==> src/hw/rtl/cnpm_pkg.sv <==
// Shared types, constants and helpers for the CAN node presence monitor.
package cnpm_pkg;

   localparam int TABLE_DEPTH_DEF = 16;
   localparam int MAX_RESULTS     = 64;
   localparam int RES_CNT_W       = 7;

   localparam int KEY_W  = 17;
   localparam int VER_W  = 24;
   localparam int CRC_W  = 16;
   localparam int CNT_W  = 16;
   localparam int TYPE_W = 12;
   localparam int ID_W   = 29;
   localparam int REF_W  = 10;

   localparam logic [7:0]  TICKS_PER_SECOND_RST = 8'd10;
   localparam logic [7:0]  SWEEP_SECONDS_RST    = 8'd3;
   localparam logic [15:0] ANALOG_PERIOD_RST    = 16'(60 * 5);
   localparam logic [15:0] STATE_PERIOD_RST     = 16'(3600 * 6);

   localparam logic [REF_W-1:0]  REF_M        = 10'h14;
   localparam logic [REF_W-1:0]  REF_E        = 10'h15;
   localparam logic [TYPE_W-1:0] RQ_ANALOG    = 12'd258;
   localparam logic [TYPE_W-1:0] RQ_STATE_A   = 12'd267;
   localparam logic [TYPE_W-1:0] RQ_STATE_B   = 12'd268;
   localparam logic [TYPE_W-1:0] RQ_STATE_C   = 12'd269;
   localparam logic [TYPE_W-1:0] TYPE_HEARTBEAT = 12'd0;
   localparam logic [3:0]        HEARTBEAT_LEN  = 4'd5;

   typedef enum logic [1:0] {
      CSR_TICKS  = 2'd0,
      CSR_SWEEP  = 2'd1,
      CSR_ANALOG = 2'd2,
      CSR_STATE  = 2'd3
   } csr_index_type;

   typedef enum logic [1:0] {
      EV_REQUEST = 2'd0,
      EV_LOST    = 2'd1,
      EV_FULL    = 2'd2
   } event_kind_type;

   typedef enum logic [3:0] {
      ST_IDLE,
      ST_HB_SCAN,
      ST_HB_TAIL,
      ST_HB_WRITE,
      ST_HB_EMIT,
      ST_HB_FULL,
      ST_SW_RD,
      ST_SW_PROC,
      ST_FINISH
   } ctrl_state_type;

   typedef struct packed {
      logic [KEY_W-1:0] key;
      logic             alive;
      logic [VER_W-1:0] version;
      logic [CRC_W-1:0] crc;
      logic [CNT_W-1:0] count;
   } node_entry_type;

   typedef struct packed {
      logic            push;
      logic            finish;
      event_kind_type  kind;
      logic [ID_W-1:0] id;
   } emit_req_type;

   function automatic logic [TYPE_W-1:0] req_code(input logic [1:0] sel);
      logic [TYPE_W-1:0] code;
      case (sel)
         2'd0:    code = RQ_ANALOG;
         2'd1:    code = RQ_STATE_A;
         2'd2:    code = RQ_STATE_B;
         default: code = RQ_STATE_C;
      endcase
      return code;
   endfunction

   function automatic logic ref_hit(input logic [KEY_W-1:0] key);
      return (key[KEY_W-1:7] == REF_M) || (key[KEY_W-1:7] == REF_E);
   endfunction

endpackage

==> src/hw/rtl/cnpm_tbl.sv <==
// Node table memory with per-entry valid bits and registered read data.
module cnpm_tbl #(
   parameter int DEPTH = cnpm_pkg::TABLE_DEPTH_DEF,
   parameter int IDXW  = (DEPTH > 1) ? $clog2(DEPTH) : 1
) (
   input  logic                     clock,
   input  logic                     reset,
   input  logic                     rd_en,
   input  logic [IDXW-1:0]          rd_addr,
   output cnpm_pkg::node_entry_type rd_data,
   input  logic                     wr_en,
   input  logic [IDXW-1:0]          wr_addr,
   input  cnpm_pkg::node_entry_type wr_data
);

   cnpm_pkg::node_entry_type mem [DEPTH];
   cnpm_pkg::node_entry_type rd_q_ff;
   logic [DEPTH-1:0]         vld_ff;
   logic                     rd_vld_ff;

   always_ff @(posedge clock) begin
      if (wr_en) begin
         mem[wr_addr] <= wr_data;
      end
      if (rd_en) begin
         rd_q_ff <= mem[rd_addr];
      end
   end

   always_ff @(posedge clock) begin
      if (reset) begin
         vld_ff    <= '0;
         rd_vld_ff <= 1'b0;
      end else begin
         if (wr_en) begin
            vld_ff[wr_addr] <= 1'b1;
         end
         if (rd_en) begin
            rd_vld_ff <= vld_ff[rd_addr];
         end
      end
   end

   // never-written entries read as an empty slot
   assign rd_data = rd_vld_ff ? rd_q_ff : '0;

endmodule

==> src/hw/rtl/cnpm_emit.sv <==
// Result staging: one pending slot and the output register, marks the last item.
module cnpm_emit (
   input  logic                          clock,
   input  logic                          reset,
   input  cnpm_pkg::emit_req_type        emit_req,
   output logic                          emit_ready,
   output logic                          rsp_valid,
   input  logic                          rsp_stall,
   output logic [1:0]                    rsp_event_kind,
   output logic [cnpm_pkg::ID_W-1:0]     rsp_frame_id,
   output logic                          rsp_last_of_run
);

   logic                         pend_vld_ff, pend_vld_in;
   cnpm_pkg::event_kind_type     pend_kind_ff, pend_kind_in;
   logic [cnpm_pkg::ID_W-1:0]    pend_id_ff, pend_id_in;
   logic                         out_vld_ff, out_vld_in;
   cnpm_pkg::event_kind_type     out_kind_ff, out_kind_in;
   logic [cnpm_pkg::ID_W-1:0]    out_id_ff, out_id_in;
   logic                         out_last_ff, out_last_in;
   logic                         out_free;

   always_comb begin
      out_free    = !out_vld_ff || !rsp_stall;
      emit_ready  = !pend_vld_ff || out_free;
      pend_vld_in  = pend_vld_ff;
      pend_kind_in = pend_kind_ff;
      pend_id_in   = pend_id_ff;
      out_vld_in   = out_vld_ff;
      out_kind_in  = out_kind_ff;
      out_id_in    = out_id_ff;
      out_last_in  = out_last_ff;
      if (out_vld_ff && !rsp_stall) begin
         out_vld_in = 1'b0;
      end
      if (pend_vld_ff && out_free && (emit_req.push || emit_req.finish)) begin
         out_vld_in  = 1'b1;
         out_kind_in = pend_kind_ff;
         out_id_in   = pend_id_ff;
         out_last_in = emit_req.finish;
      end
      if (emit_req.push && emit_ready) begin
         pend_vld_in  = 1'b1;
         pend_kind_in = emit_req.kind;
         pend_id_in   = emit_req.id;
      end else if (emit_req.finish && emit_ready) begin
         pend_vld_in = 1'b0;
      end
   end

   always_ff @(posedge clock) begin
      if (reset) begin
         pend_vld_ff <= 1'b0;
         out_vld_ff  <= 1'b0;
      end else begin
         pend_vld_ff <= pend_vld_in;
         out_vld_ff  <= out_vld_in;
      end
   end

   always_ff @(posedge clock) begin
      pend_kind_ff <= pend_kind_in;
      pend_id_ff   <= pend_id_in;
      out_kind_ff  <= out_kind_in;
      out_id_ff    <= out_id_in;
      out_last_ff  <= out_last_in;
   end

   assign rsp_valid       = out_vld_ff;
   assign rsp_event_kind  = out_kind_ff;
   assign rsp_frame_id    = out_id_ff;
   assign rsp_last_of_run = out_last_ff;

endmodule

==> src/hw/rtl/cnpm_ctrl.sv <==
// Sequencer: registers, second timers, table lookup/update and liveness sweep.
module cnpm_ctrl #(
   parameter int DEPTH = cnpm_pkg::TABLE_DEPTH_DEF,
   parameter int IDXW  = (DEPTH > 1) ? $clog2(DEPTH) : 1
) (
   input  logic                      clock,
   input  logic                      reset,
   input  logic                      req_valid,
   output logic                      req_stall,
   input  logic                      req_type,
   input  logic [28:0]               req_can_id,
   input  logic [3:0]                req_frame_length,
   input  logic [7:0]                req_version_high,
   input  logic [7:0]                req_version_mid,
   input  logic [7:0]                req_version_low,
   input  logic [7:0]                req_crc_high,
   input  logic [7:0]                req_crc_low,
   input  logic                      csr_write,
   input  logic [1:0]                csr_index,
   input  logic [15:0]               csr_wdata,
   output cnpm_pkg::emit_req_type    emit_req,
   input  logic                      emit_ready,
   output logic                      tbl_rd_en,
   output logic [IDXW-1:0]           tbl_rd_addr,
   input  cnpm_pkg::node_entry_type  tbl_rd_data,
   output logic                      tbl_wr_en,
   output logic [IDXW-1:0]           tbl_wr_addr,
   output cnpm_pkg::node_entry_type  tbl_wr_data
);

   localparam logic [IDXW-1:0] LAST_IDX = IDXW'(DEPTH - 1);

   cnpm_pkg::ctrl_state_type state_ff, state_in;

   logic [7:0]  cfg_tps_ff, cfg_tps_in;
   logic [7:0]  cfg_sweep_ff, cfg_sweep_in;
   logic [15:0] cfg_analog_ff, cfg_analog_in;
   logic [15:0] cfg_state_ff, cfg_state_in;

   logic [7:0]  tick_count_ff, tick_count_in;
   logic [7:0]  sweep_sec_ff, sweep_sec_in;
   logic [15:0] analog_cd_ff, analog_cd_in;
   logic [15:0] state_cd_ff, state_cd_in;
   logic        analog_due_ff, analog_due_in;
   logic        state_due_ff, state_due_in;

   logic [IDXW-1:0] idx_ff, idx_in;
   logic [2:0]      step_ff, step_in;
   logic            cmp_vld_ff, cmp_vld_in;
   logic [IDXW-1:0] cmp_idx_ff, cmp_idx_in;
   logic            found_ff, found_in;
   logic [IDXW-1:0] found_idx_ff, found_idx_in;
   logic [cnpm_pkg::CNT_W-1:0] found_cnt_ff, found_cnt_in;
   logic            free_ff, free_in;
   logic [IDXW-1:0] free_idx_ff, free_idx_in;
   logic [cnpm_pkg::RES_CNT_W-1:0] out_cnt_ff, out_cnt_in;

   logic [cnpm_pkg::KEY_W-1:0] key_ff, key_in;
   logic [cnpm_pkg::VER_W-1:0] ver_ff, ver_in;
   logic [cnpm_pkg::CRC_W-1:0] crc_ff, crc_in;

   logic [7:0] tick_next;
   logic [7:0] sec_next;
   logic       capped;
   logic       occupied;
   logic       live;
   logic       hit;
   logic       want;
   logic       go;

   always_comb begin
      state_in      = state_ff;
      cfg_tps_in    = cfg_tps_ff;
      cfg_sweep_in  = cfg_sweep_ff;
      cfg_analog_in = cfg_analog_ff;
      cfg_state_in  = cfg_state_ff;
      tick_count_in = tick_count_ff;
      sweep_sec_in  = sweep_sec_ff;
      analog_cd_in  = analog_cd_ff;
      state_cd_in   = state_cd_ff;
      analog_due_in = analog_due_ff;
      state_due_in  = state_due_ff;
      idx_in        = idx_ff;
      step_in       = step_ff;
      cmp_vld_in    = 1'b0;
      cmp_idx_in    = cmp_idx_ff;
      found_in      = found_ff;
      found_idx_in  = found_idx_ff;
      found_cnt_in  = found_cnt_ff;
      free_in       = free_ff;
      free_idx_in   = free_idx_ff;
      out_cnt_in    = out_cnt_ff;
      key_in        = key_ff;
      ver_in        = ver_ff;
      crc_in        = crc_ff;

      req_stall   = (state_ff != cnpm_pkg::ST_IDLE);
      emit_req    = '0;
      tbl_rd_en   = 1'b0;
      tbl_rd_addr = idx_ff;
      tbl_wr_en   = 1'b0;
      tbl_wr_addr = idx_ff;
      tbl_wr_data = tbl_rd_data;

      tick_next = tick_count_ff + 8'd1;
      sec_next  = sweep_sec_ff + 8'd1;
      capped    = (out_cnt_ff >= cnpm_pkg::RES_CNT_W'(cnpm_pkg::MAX_RESULTS));
      occupied  = (tbl_rd_data.key != '0);
      live      = occupied && tbl_rd_data.alive;
      hit       = live && cnpm_pkg::ref_hit(tbl_rd_data.key);
      want      = 1'b0;
      go        = 1'b0;

      if (csr_write) begin
         unique case (csr_index)
            cnpm_pkg::CSR_TICKS:  cfg_tps_in    = csr_wdata[7:0];
            cnpm_pkg::CSR_SWEEP:  cfg_sweep_in  = csr_wdata[7:0];
            cnpm_pkg::CSR_ANALOG: cfg_analog_in = csr_wdata;
            cnpm_pkg::CSR_STATE:  cfg_state_in  = csr_wdata;
            default: ;
         endcase
      end

      // lookup compare stage, in the cycle after the read address
      if (cmp_vld_ff) begin
         if (!found_ff && tbl_rd_data.key == key_ff) begin
            found_in     = 1'b1;
            found_idx_in = cmp_idx_ff;
            found_cnt_in = tbl_rd_data.count;
         end
         if (!free_ff && !occupied) begin
            free_in     = 1'b1;
            free_idx_in = cmp_idx_ff;
         end
      end

      unique case (state_ff)
         cnpm_pkg::ST_IDLE: begin
            out_cnt_in = '0;
            if (req_valid) begin
               if (req_type) begin
                  if (tick_next < cfg_tps_ff) begin
                     tick_count_in = tick_next;
                  end else begin
                     tick_count_in = '0;
                     if (analog_cd_ff <= 16'd1) begin
                        analog_cd_in  = cfg_analog_ff;
                        analog_due_in = 1'b1;
                     end else begin
                        analog_cd_in = analog_cd_ff - 16'd1;
                     end
                     if (state_cd_ff <= 16'd1) begin
                        state_cd_in  = cfg_state_ff;
                        state_due_in = 1'b1;
                     end else begin
                        state_cd_in = state_cd_ff - 16'd1;
                     end
                     if (sec_next >= cfg_sweep_ff) begin
                        sweep_sec_in = '0;
                        idx_in       = '0;
                        state_in     = cnpm_pkg::ST_SW_RD;
                     end else begin
                        sweep_sec_in = sec_next;
                     end
                  end
               end else if (req_can_id[28:17] == cnpm_pkg::TYPE_HEARTBEAT &&
                            req_frame_length == cnpm_pkg::HEARTBEAT_LEN &&
                            req_can_id[16:0] != '0) begin
                  key_in   = req_can_id[16:0];
                  ver_in   = {req_version_high, req_version_mid, req_version_low};
                  crc_in   = {req_crc_high, req_crc_low};
                  found_in = 1'b0;
                  free_in  = 1'b0;
                  idx_in   = '0;
                  state_in = cnpm_pkg::ST_HB_SCAN;
               end
            end
         end
         cnpm_pkg::ST_HB_SCAN: begin
            tbl_rd_en  = 1'b1;
            cmp_vld_in = 1'b1;
            cmp_idx_in = idx_ff;
            if (idx_ff == LAST_IDX) begin
               state_in = cnpm_pkg::ST_HB_TAIL;
            end else begin
               idx_in = idx_ff + 1'b1;
            end
         end
         cnpm_pkg::ST_HB_TAIL: begin
            state_in = cnpm_pkg::ST_HB_WRITE;
         end
         cnpm_pkg::ST_HB_WRITE: begin
            tbl_wr_data.key     = key_ff;
            tbl_wr_data.alive   = 1'b1;
            tbl_wr_data.version = ver_ff;
            tbl_wr_data.crc     = crc_ff;
            if (found_ff) begin
               tbl_wr_en         = 1'b1;
               tbl_wr_addr       = found_idx_ff;
               tbl_wr_data.count = (&found_cnt_ff) ? found_cnt_ff : found_cnt_ff + 1'b1;
               state_in          = cnpm_pkg::ST_FINISH;
            end else if (free_ff) begin
               tbl_wr_en         = 1'b1;
               tbl_wr_addr       = free_idx_ff;
               tbl_wr_data.count = '0;
               step_in           = '0;
               state_in          = cnpm_pkg::ref_hit(key_ff) ? cnpm_pkg::ST_HB_EMIT
                                                             : cnpm_pkg::ST_FINISH;
            end else begin
               state_in = cnpm_pkg::ST_HB_FULL;
            end
         end
         cnpm_pkg::ST_HB_EMIT: begin
            emit_req.push = !capped;
            emit_req.kind = cnpm_pkg::EV_REQUEST;
            emit_req.id   = {cnpm_pkg::req_code(step_ff[1:0]), key_ff};
            if (capped || emit_ready) begin
               if (step_ff == 3'd3) begin
                  state_in = cnpm_pkg::ST_FINISH;
               end else begin
                  step_in = step_ff + 3'd1;
               end
            end
         end
         cnpm_pkg::ST_HB_FULL: begin
            emit_req.push = !capped;
            emit_req.kind = cnpm_pkg::EV_FULL;
            emit_req.id   = {{cnpm_pkg::TYPE_W{1'b0}}, key_ff};
            if (capped || emit_ready) begin
               state_in = cnpm_pkg::ST_FINISH;
            end
         end
         cnpm_pkg::ST_SW_RD: begin
            tbl_rd_en = 1'b1;
            step_in   = '0;
            state_in  = cnpm_pkg::ST_SW_PROC;
         end
         cnpm_pkg::ST_SW_PROC: begin
            // steps: lost report, analog request, three state requests
            case (step_ff)
               3'd0: begin
                  want          = occupied && !tbl_rd_data.alive;
                  emit_req.kind = cnpm_pkg::EV_LOST;
                  emit_req.id   = {{cnpm_pkg::TYPE_W{1'b0}}, tbl_rd_data.key};
               end
               3'd1: begin
                  want          = hit && analog_due_ff;
                  emit_req.kind = cnpm_pkg::EV_REQUEST;
                  emit_req.id   = {cnpm_pkg::req_code(2'd0), tbl_rd_data.key};
               end
               default: begin
                  want          = hit && state_due_ff;
                  emit_req.kind = cnpm_pkg::EV_REQUEST;
                  emit_req.id   = {cnpm_pkg::req_code(2'(step_ff - 3'd1)), tbl_rd_data.key};
               end
            endcase
            emit_req.push = want && !capped;
            go            = !want || capped || emit_ready;
            if (go) begin
               if (step_ff == 3'd4) begin
                  tbl_wr_en         = live;
                  tbl_wr_addr       = idx_ff;
                  tbl_wr_data.alive = 1'b0;
                  if (idx_ff == LAST_IDX) begin
                     analog_due_in = 1'b0;
                     state_due_in  = 1'b0;
                     state_in      = cnpm_pkg::ST_FINISH;
                  end else begin
                     idx_in   = idx_ff + 1'b1;
                     state_in = cnpm_pkg::ST_SW_RD;
                  end
               end else begin
                  step_in = step_ff + 3'd1;
               end
            end
         end
         cnpm_pkg::ST_FINISH: begin
            emit_req.finish = 1'b1;
            if (emit_ready) begin
               state_in = cnpm_pkg::ST_IDLE;
            end
         end
         default: begin
            state_in = cnpm_pkg::ST_IDLE;
         end
      endcase

      if (emit_req.push && emit_ready) begin
         out_cnt_in = out_cnt_ff + 1'b1;
      end
   end

   always_ff @(posedge clock) begin
      if (reset) begin
         state_ff      <= cnpm_pkg::ST_IDLE;
         cfg_tps_ff    <= cnpm_pkg::TICKS_PER_SECOND_RST;
         cfg_sweep_ff  <= cnpm_pkg::SWEEP_SECONDS_RST;
         cfg_analog_ff <= cnpm_pkg::ANALOG_PERIOD_RST;
         cfg_state_ff  <= cnpm_pkg::STATE_PERIOD_RST;
         tick_count_ff <= '0;
         sweep_sec_ff  <= '0;
         analog_cd_ff  <= cnpm_pkg::ANALOG_PERIOD_RST;
         state_cd_ff   <= cnpm_pkg::STATE_PERIOD_RST;
         analog_due_ff <= 1'b0;
         state_due_ff  <= 1'b0;
         idx_ff        <= '0;
         step_ff       <= '0;
         cmp_vld_ff    <= 1'b0;
         found_ff      <= 1'b0;
         free_ff       <= 1'b0;
         out_cnt_ff    <= '0;
      end else begin
         state_ff      <= state_in;
         cfg_tps_ff    <= cfg_tps_in;
         cfg_sweep_ff  <= cfg_sweep_in;
         cfg_analog_ff <= cfg_analog_in;
         cfg_state_ff  <= cfg_state_in;
         tick_count_ff <= tick_count_in;
         sweep_sec_ff  <= sweep_sec_in;
         analog_cd_ff  <= analog_cd_in;
         state_cd_ff   <= state_cd_in;
         analog_due_ff <= analog_due_in;
         state_due_ff  <= state_due_in;
         idx_ff        <= idx_in;
         step_ff       <= step_in;
         cmp_vld_ff    <= cmp_vld_in;
         found_ff      <= found_in;
         free_ff       <= free_in;
         out_cnt_ff    <= out_cnt_in;
      end
   end

   always_ff @(posedge clock) begin
      cmp_idx_ff   <= cmp_idx_in;
      found_idx_ff <= found_idx_in;
      found_cnt_ff <= found_cnt_in;
      free_idx_ff  <= free_idx_in;
      key_ff       <= key_in;
      ver_ff       <= ver_in;
      crc_ff       <= crc_in;
   end

endmodule

==> src/hw/rtl/can_node_presence_monitor.sv <==
// Top level of the CAN node presence monitor.
//
//   channel  direction  handshake             payload
//   req      in         req_valid/req_stall   req_type, req_can_id, req_frame_length,
//                                             req_version_*, req_crc_*
//   rsp      out        rsp_valid/rsp_stall   rsp_event_kind, rsp_frame_id, rsp_last_of_run
//   csr      in         csr_write             csr_index, csr_wdata
//
// A tick that completes no sweep is handled within the idle state; a heartbeat walks
// the table memory before any of its results are emitted.
// A sweep handles each table entry with a read, then five result steps.
// The node table sits in one single-port-read memory; per-entry valid bits clear at
// reset, so there is no clearing pass.
// A stalled rsp holds the sequencer only when both result registers are full.
module can_node_presence_monitor #(
   parameter int TABLE_DEPTH = cnpm_pkg::TABLE_DEPTH_DEF
) (
   input  logic        clock,
   input  logic        reset,
   input  logic        req_valid,
   output logic        req_stall,
   input  logic        req_type,
   input  logic [28:0] req_can_id,
   input  logic [3:0]  req_frame_length,
   input  logic [7:0]  req_version_high,
   input  logic [7:0]  req_version_mid,
   input  logic [7:0]  req_version_low,
   input  logic [7:0]  req_crc_high,
   input  logic [7:0]  req_crc_low,
   output logic        rsp_valid,
   input  logic        rsp_stall,
   output logic [1:0]  rsp_event_kind,
   output logic [28:0] rsp_frame_id,
   output logic        rsp_last_of_run,
   input  logic        csr_write,
   input  logic [1:0]  csr_index,
   input  logic [15:0] csr_wdata
);

   localparam int IDXW = (TABLE_DEPTH > 1) ? $clog2(TABLE_DEPTH) : 1;

   cnpm_pkg::emit_req_type   emit_req;
   logic                     emit_ready;
   logic                     tbl_rd_en;
   logic [IDXW-1:0]          tbl_rd_addr;
   cnpm_pkg::node_entry_type tbl_rd_data;
   logic                     tbl_wr_en;
   logic [IDXW-1:0]          tbl_wr_addr;
   cnpm_pkg::node_entry_type tbl_wr_data;

   cnpm_ctrl #(
      .DEPTH (TABLE_DEPTH),
      .IDXW  (IDXW)
   ) u_ctrl (
      .clock            (clock),
      .reset            (reset),
      .req_valid        (req_valid),
      .req_stall        (req_stall),
      .req_type         (req_type),
      .req_can_id       (req_can_id),
      .req_frame_length (req_frame_length),
      .req_version_high (req_version_high),
      .req_version_mid  (req_version_mid),
      .req_version_low  (req_version_low),
      .req_crc_high     (req_crc_high),
      .req_crc_low      (req_crc_low),
      .csr_write        (csr_write),
      .csr_index        (csr_index),
      .csr_wdata        (csr_wdata),
      .emit_req         (emit_req),
      .emit_ready       (emit_ready),
      .tbl_rd_en        (tbl_rd_en),
      .tbl_rd_addr      (tbl_rd_addr),
      .tbl_rd_data      (tbl_rd_data),
      .tbl_wr_en        (tbl_wr_en),
      .tbl_wr_addr      (tbl_wr_addr),
      .tbl_wr_data      (tbl_wr_data)
   );

   cnpm_tbl #(
      .DEPTH (TABLE_DEPTH),
      .IDXW  (IDXW)
   ) u_tbl (
      .clock   (clock),
      .reset   (reset),
      .rd_en   (tbl_rd_en),
      .rd_addr (tbl_rd_addr),
      .rd_data (tbl_rd_data),
      .wr_en   (tbl_wr_en),
      .wr_addr (tbl_wr_addr),
      .wr_data (tbl_wr_data)
   );

   cnpm_emit u_emit (
      .clock           (clock),
      .reset           (reset),
      .emit_req        (emit_req),
      .emit_ready      (emit_ready),
      .rsp_valid       (rsp_valid),
      .rsp_stall       (rsp_stall),
      .rsp_event_kind  (rsp_event_kind),
      .rsp_frame_id    (rsp_frame_id),
      .rsp_last_of_run (rsp_last_of_run)
   );

endmodule

==> config.mk <==
export PLATFORM = sky130hd
export DESIGN_NAME = can_node_presence_monitor
export DESIGN_NICKNAME = d
export VERILOG_FILES = /design/src/hw/rtl/cnpm_pkg.sv /design/src/hw/rtl/cnpm_tbl.sv /design/src/hw/rtl/cnpm_emit.sv /design/src/hw/rtl/cnpm_ctrl.sv /design/src/hw/rtl/can_node_presence_monitor.sv
export SDC_FILE = /design/constraint.sdc
export NUM_CORES = 1
export LEC_CHECK = 0
export BUFFER_PORTS_ARGS = -buffer_cell sky130_fd_sc_hd__buf_2
export CORE_ASPECT_RATIO = 1.5
export CORE_MARGIN = 2
export CORE_UTILIZATION = 35
export CTS_CLUSTER_SIZE = 24
export DETAILED_ROUTE_END_ITERATION = 6
export SLEW_MARGIN = 20
export SYNTH_ARGS = -nofsm -noshare
export SYNTH_HDL_FRONTEND = slang
export SYNTH_SLANG_ARGS = --single-unit
==> constraint.sdc <==
create_clock -name clock -period 3.29 [get_ports clock]
set_input_delay 0.987 -clock clock [delete_from_list [all_inputs] [get_ports clock]]
set_output_delay 0.987 -clock clock [all_outputs]
set_load 0.02 [all_outputs]
==> key figures <==
Synth
  – Mean Syn Cell Area: 13.55 µm²
  – Post-synth top area share: 52.00%
  – Ys Warns: 0
  – EDFF count, synth: 384
  – Seq/Total Area, Yosys: 64.46%
  – Syn Inst Count: 1,637
  – Ys flop type: edfxtp_1
  – Top-count cell post-synth: edfxtp_1
  – Synth Register Bits: 522
  – Yosys top cell by area: edfxtp_1
  – Synth top area cells: edfxtp_1, dfxtp_1, mux4_2
  – Synth async-reset ratio: 0%
  – Unique masters post-synth: between 70 and 80
  – Commonest cells in the netlist: edfxtp_1, nand2_1, dfxtp_1
  – Netlist area before placement: 0.02217 mm²

Global route
  – Gr ovfl total: 0
  – Initial antenna violation count: 1
  – GRT Total Usage: 16.90%
  – Largest net degree at the start of global routing: between 70 and 80
  – Global-route wire length before repair: 85,200 µm
  – Vias in the first global route: ~15,000

Cells and area
  – Final cell count without fillers: between 2,000 and 3,000
  – Fin nets: about 1,900
  – Share of cells above drive strength 1: 22.95%
  – N_diodes: 0
  – Area Growth Syn to Fin: 16.96%
  – Fin area: 0.02593 mm²

Die
  – Initial Util: a little over a third
  – Io pins: 131
  – Core footprint: 0.06306 mm²
  – Die W: 209.5 µm
  – Die ar.: 0.06543 mm²
  – Row count: 113
  – Die Height: 312.3 µm

Routing
  – Final ANT Viol Nets: 0
  – Post-Route WL: ~55,000 µm
  – Initial DRC Count: 1,057
  – Drc violations: 0
  – Routed vias: 14,090
  – Max Used Layer: met5
  – Routed len/inst: between 20 and 25 µm
  – Met1 wire length: 20,470 µm
  – Met3 wire length: 2123 µm
  – Vias per inst: 5.345
  – Router iterations before antenna repair: 6
  – DR WL met2: 30,130 µm

CTS
  – Worst skew pair latency: 0.59 ns
  – Clock Sinks: around 520
  – Setup bufs post-CTS: 0
  – Clock root buffer: clkbuf_16
  – Inserted Clock Buffers: 47
  – Clock transition at path regs: 0.07 ns
  – Clock Path Buffers: 3
  – Hold Buf Count CTS: 0
  – Htree depth: 2
  – CTS tree: yes

STA
  – Max Freq: 312.4 MHz
  – Final setup fails: 0
  – Clock Skew: ~0.026 ns
  – Slew headroom: 53.26%
  – Measured slew at the worst slew-check pin: 0.7011 ns
  – Hold Vio Cnt, Final: 0
  – Tcrit/Tclk final: 97.28%
  – Crit path time final: 3.201 ns
  – RSZ-0062 raised after global routing: true
  – Max Slew Vio Count: 0

Placed design
  – Final HPWL DP: 37,060 µm
  – Inst Count DP: 2,553
  – Port Buf Inserts: 83
  – Placed Area: 0.02440 mm²
  – GPL Wtd Cong: between 0.8 and 0.9

Critical path
  – Worst EP arrival: 3.68 ns
  – CP required: 3.77 ns
  – CP startpoint kind: register
  – Setup CP Type: reg -> reg
  – Critical path cell sequence: and3_4 > and3_4 > nand3_1 > xnor2_1 > ha_1 > nand2_1 > or3_1 > o221a_2 > o311a_4 > or4_4 > o41ai_2
  – CP Max Fanout: 3
  – Highest-delay cell along the critical path: or4_4
  – Crit-path max cell delay: 0.55 ns
  – Most used cell, CP: and3_4
  – Crit. End Element: register

Hold path
  – Worst hold path type: reg -> reg

Power and ir drop
  – Pwr dens: 556.3 mW/mm²
  – Final Power: 0.01443 W
  – Worst-case vdd ir drop: between 0.4 and 0.5 mV
  – Leak: ~8.7 nW

Flow run
  – Max Cap Viol: 0

Run status
  – Status: finished, final reports clean
-- cell usage in the layout, fill, tap and decap left out, types with 44 or more instances in the layout --
cell type,instances
dfxtp_1,131
a21oi_1,81
o21ai_0,64
inv_1,54
mux4_2,95
nor2_1,90
buf_2,82
nand2_1,177
edfxtp_1,384
clkbuf_16,47
buf_4,97
nand3_1,44
-- layout make-up --
| type | instances | area [µm²] |
|---|---|---|
| clock inverters | 20 | 237.7 |
| multi-input cells | 975 | 7461 |
| repair buffers | 195 | 1459 |
| fillers | 5796 | 37120 |
| clock buffers | 62 | 1252 |
| inverters | 56 | 210.2 |
| flip-flops and latches | 522 | 14310 |
| well taps | 805 | 1007 |
-- kinds of logic after synthesis --
family	after synthesis	share of synthesized area (%)
and+or+nand+nor	490	10.57
AOI/OAI and AO/OA	311	9.169
muxes	113	10.49
DFF	522	64.46
adders and majority gates	30	1.693
xor gates and xnor gates	24	0.9480
buffers and inverters	146	2.652
other	1	0.01691
-- metal layers --
metal  global-route usage (%)  vias up
met1                    18.59     7087
met3                    2.432      106
met4                    7.366        2
met2                    32.10      338
li1                         -     6552
met5                        0        -
-- repair_timing --
| action | 4_1_cts | 5_1_grt |
|---|---|---|
| resized for setup | 8 | 3 |
| setup endpoints to repair | 1 | 6 |
| pin swaps | 2 | 1 |
-- through the flow --
step,setup TNS (ns),utilization (%),hold slack (ns),setup slack (ns)
after floorplan,0,-,0.4003,0.008861
after global placement,-0.05292,38.69,0.4042,-0.05292
after detailed placement,-0.1012,38.69,0.4045,-0.1012
after CTS,0,41.11,0.4212,0.01204
after global routing,-0.03753,41.13,0.4262,-0.03595
final,0,41.13,0.4221,0.08937
-- worst paths after layout --
path,from,endpoint,slack (ns),depth (start not counted)
worst max-delay path,u_ctrl.sweep_sec_ff[1],u_ctrl.tbl_rd_addr[3],0.09,11
worst min-delay path,u_emit.pend_id_ff[9],u_emit.rsp_frame_id[9],0.42,0
worst min register to register,u_emit.pend_id_ff[9],u_emit.rsp_frame_id[9],0.42,0
worst max register to register,u_ctrl.sweep_sec_ff[1],u_ctrl.tbl_rd_addr[3],0.09,11
-- registers in the layout (all words and copies together), names as in the netlist, 7 cells and up --
name / flops
u_ctrl.cfg_state_ff: 16
u_ctrl.cfg_sweep_ff: 8
u_ctrl.key_ff: 17
u_tbl.mem: 288
u_ctrl.analog_cd_ff: 16
u_emit.pend_id_ff: 22
u_ctrl.cfg_tps_ff: 8
u_tbl.vld_ff: 16
u_ctrl.sweep_sec_ff: 8
u_emit.rsp_frame_id: 22
u_ctrl.tick_count_ff: 8
u_ctrl.cfg_analog_ff: 16
u_tbl.rd_q_ff: 18
u_ctrl.state_cd_ff: 16
u_ctrl.out_cnt_ff: 7
-- where the power goes --
group	internal, W	switching (W)	leakage [nW]	total (W)
sequential	0.00730	0.000201	4.67	0.00751
combinational	0.000615	0.000955	3.27	0.00157
clock	0.00295	0.00241	0.728	0.00535
total	0.0109	0.00356	8.67	0.0144
-- worst max-delay path: cells and delay by family (launching register included) --
kind / cells / cell delay (ns)
compound gates: 3 / 0.84
xor+xnor: 1 / 0.17
fa+ha+maj: 1 / 0.31
simple gates: 6 / 1.44
flops: 1 / 0.34
(Power assumes the default switching activity.)
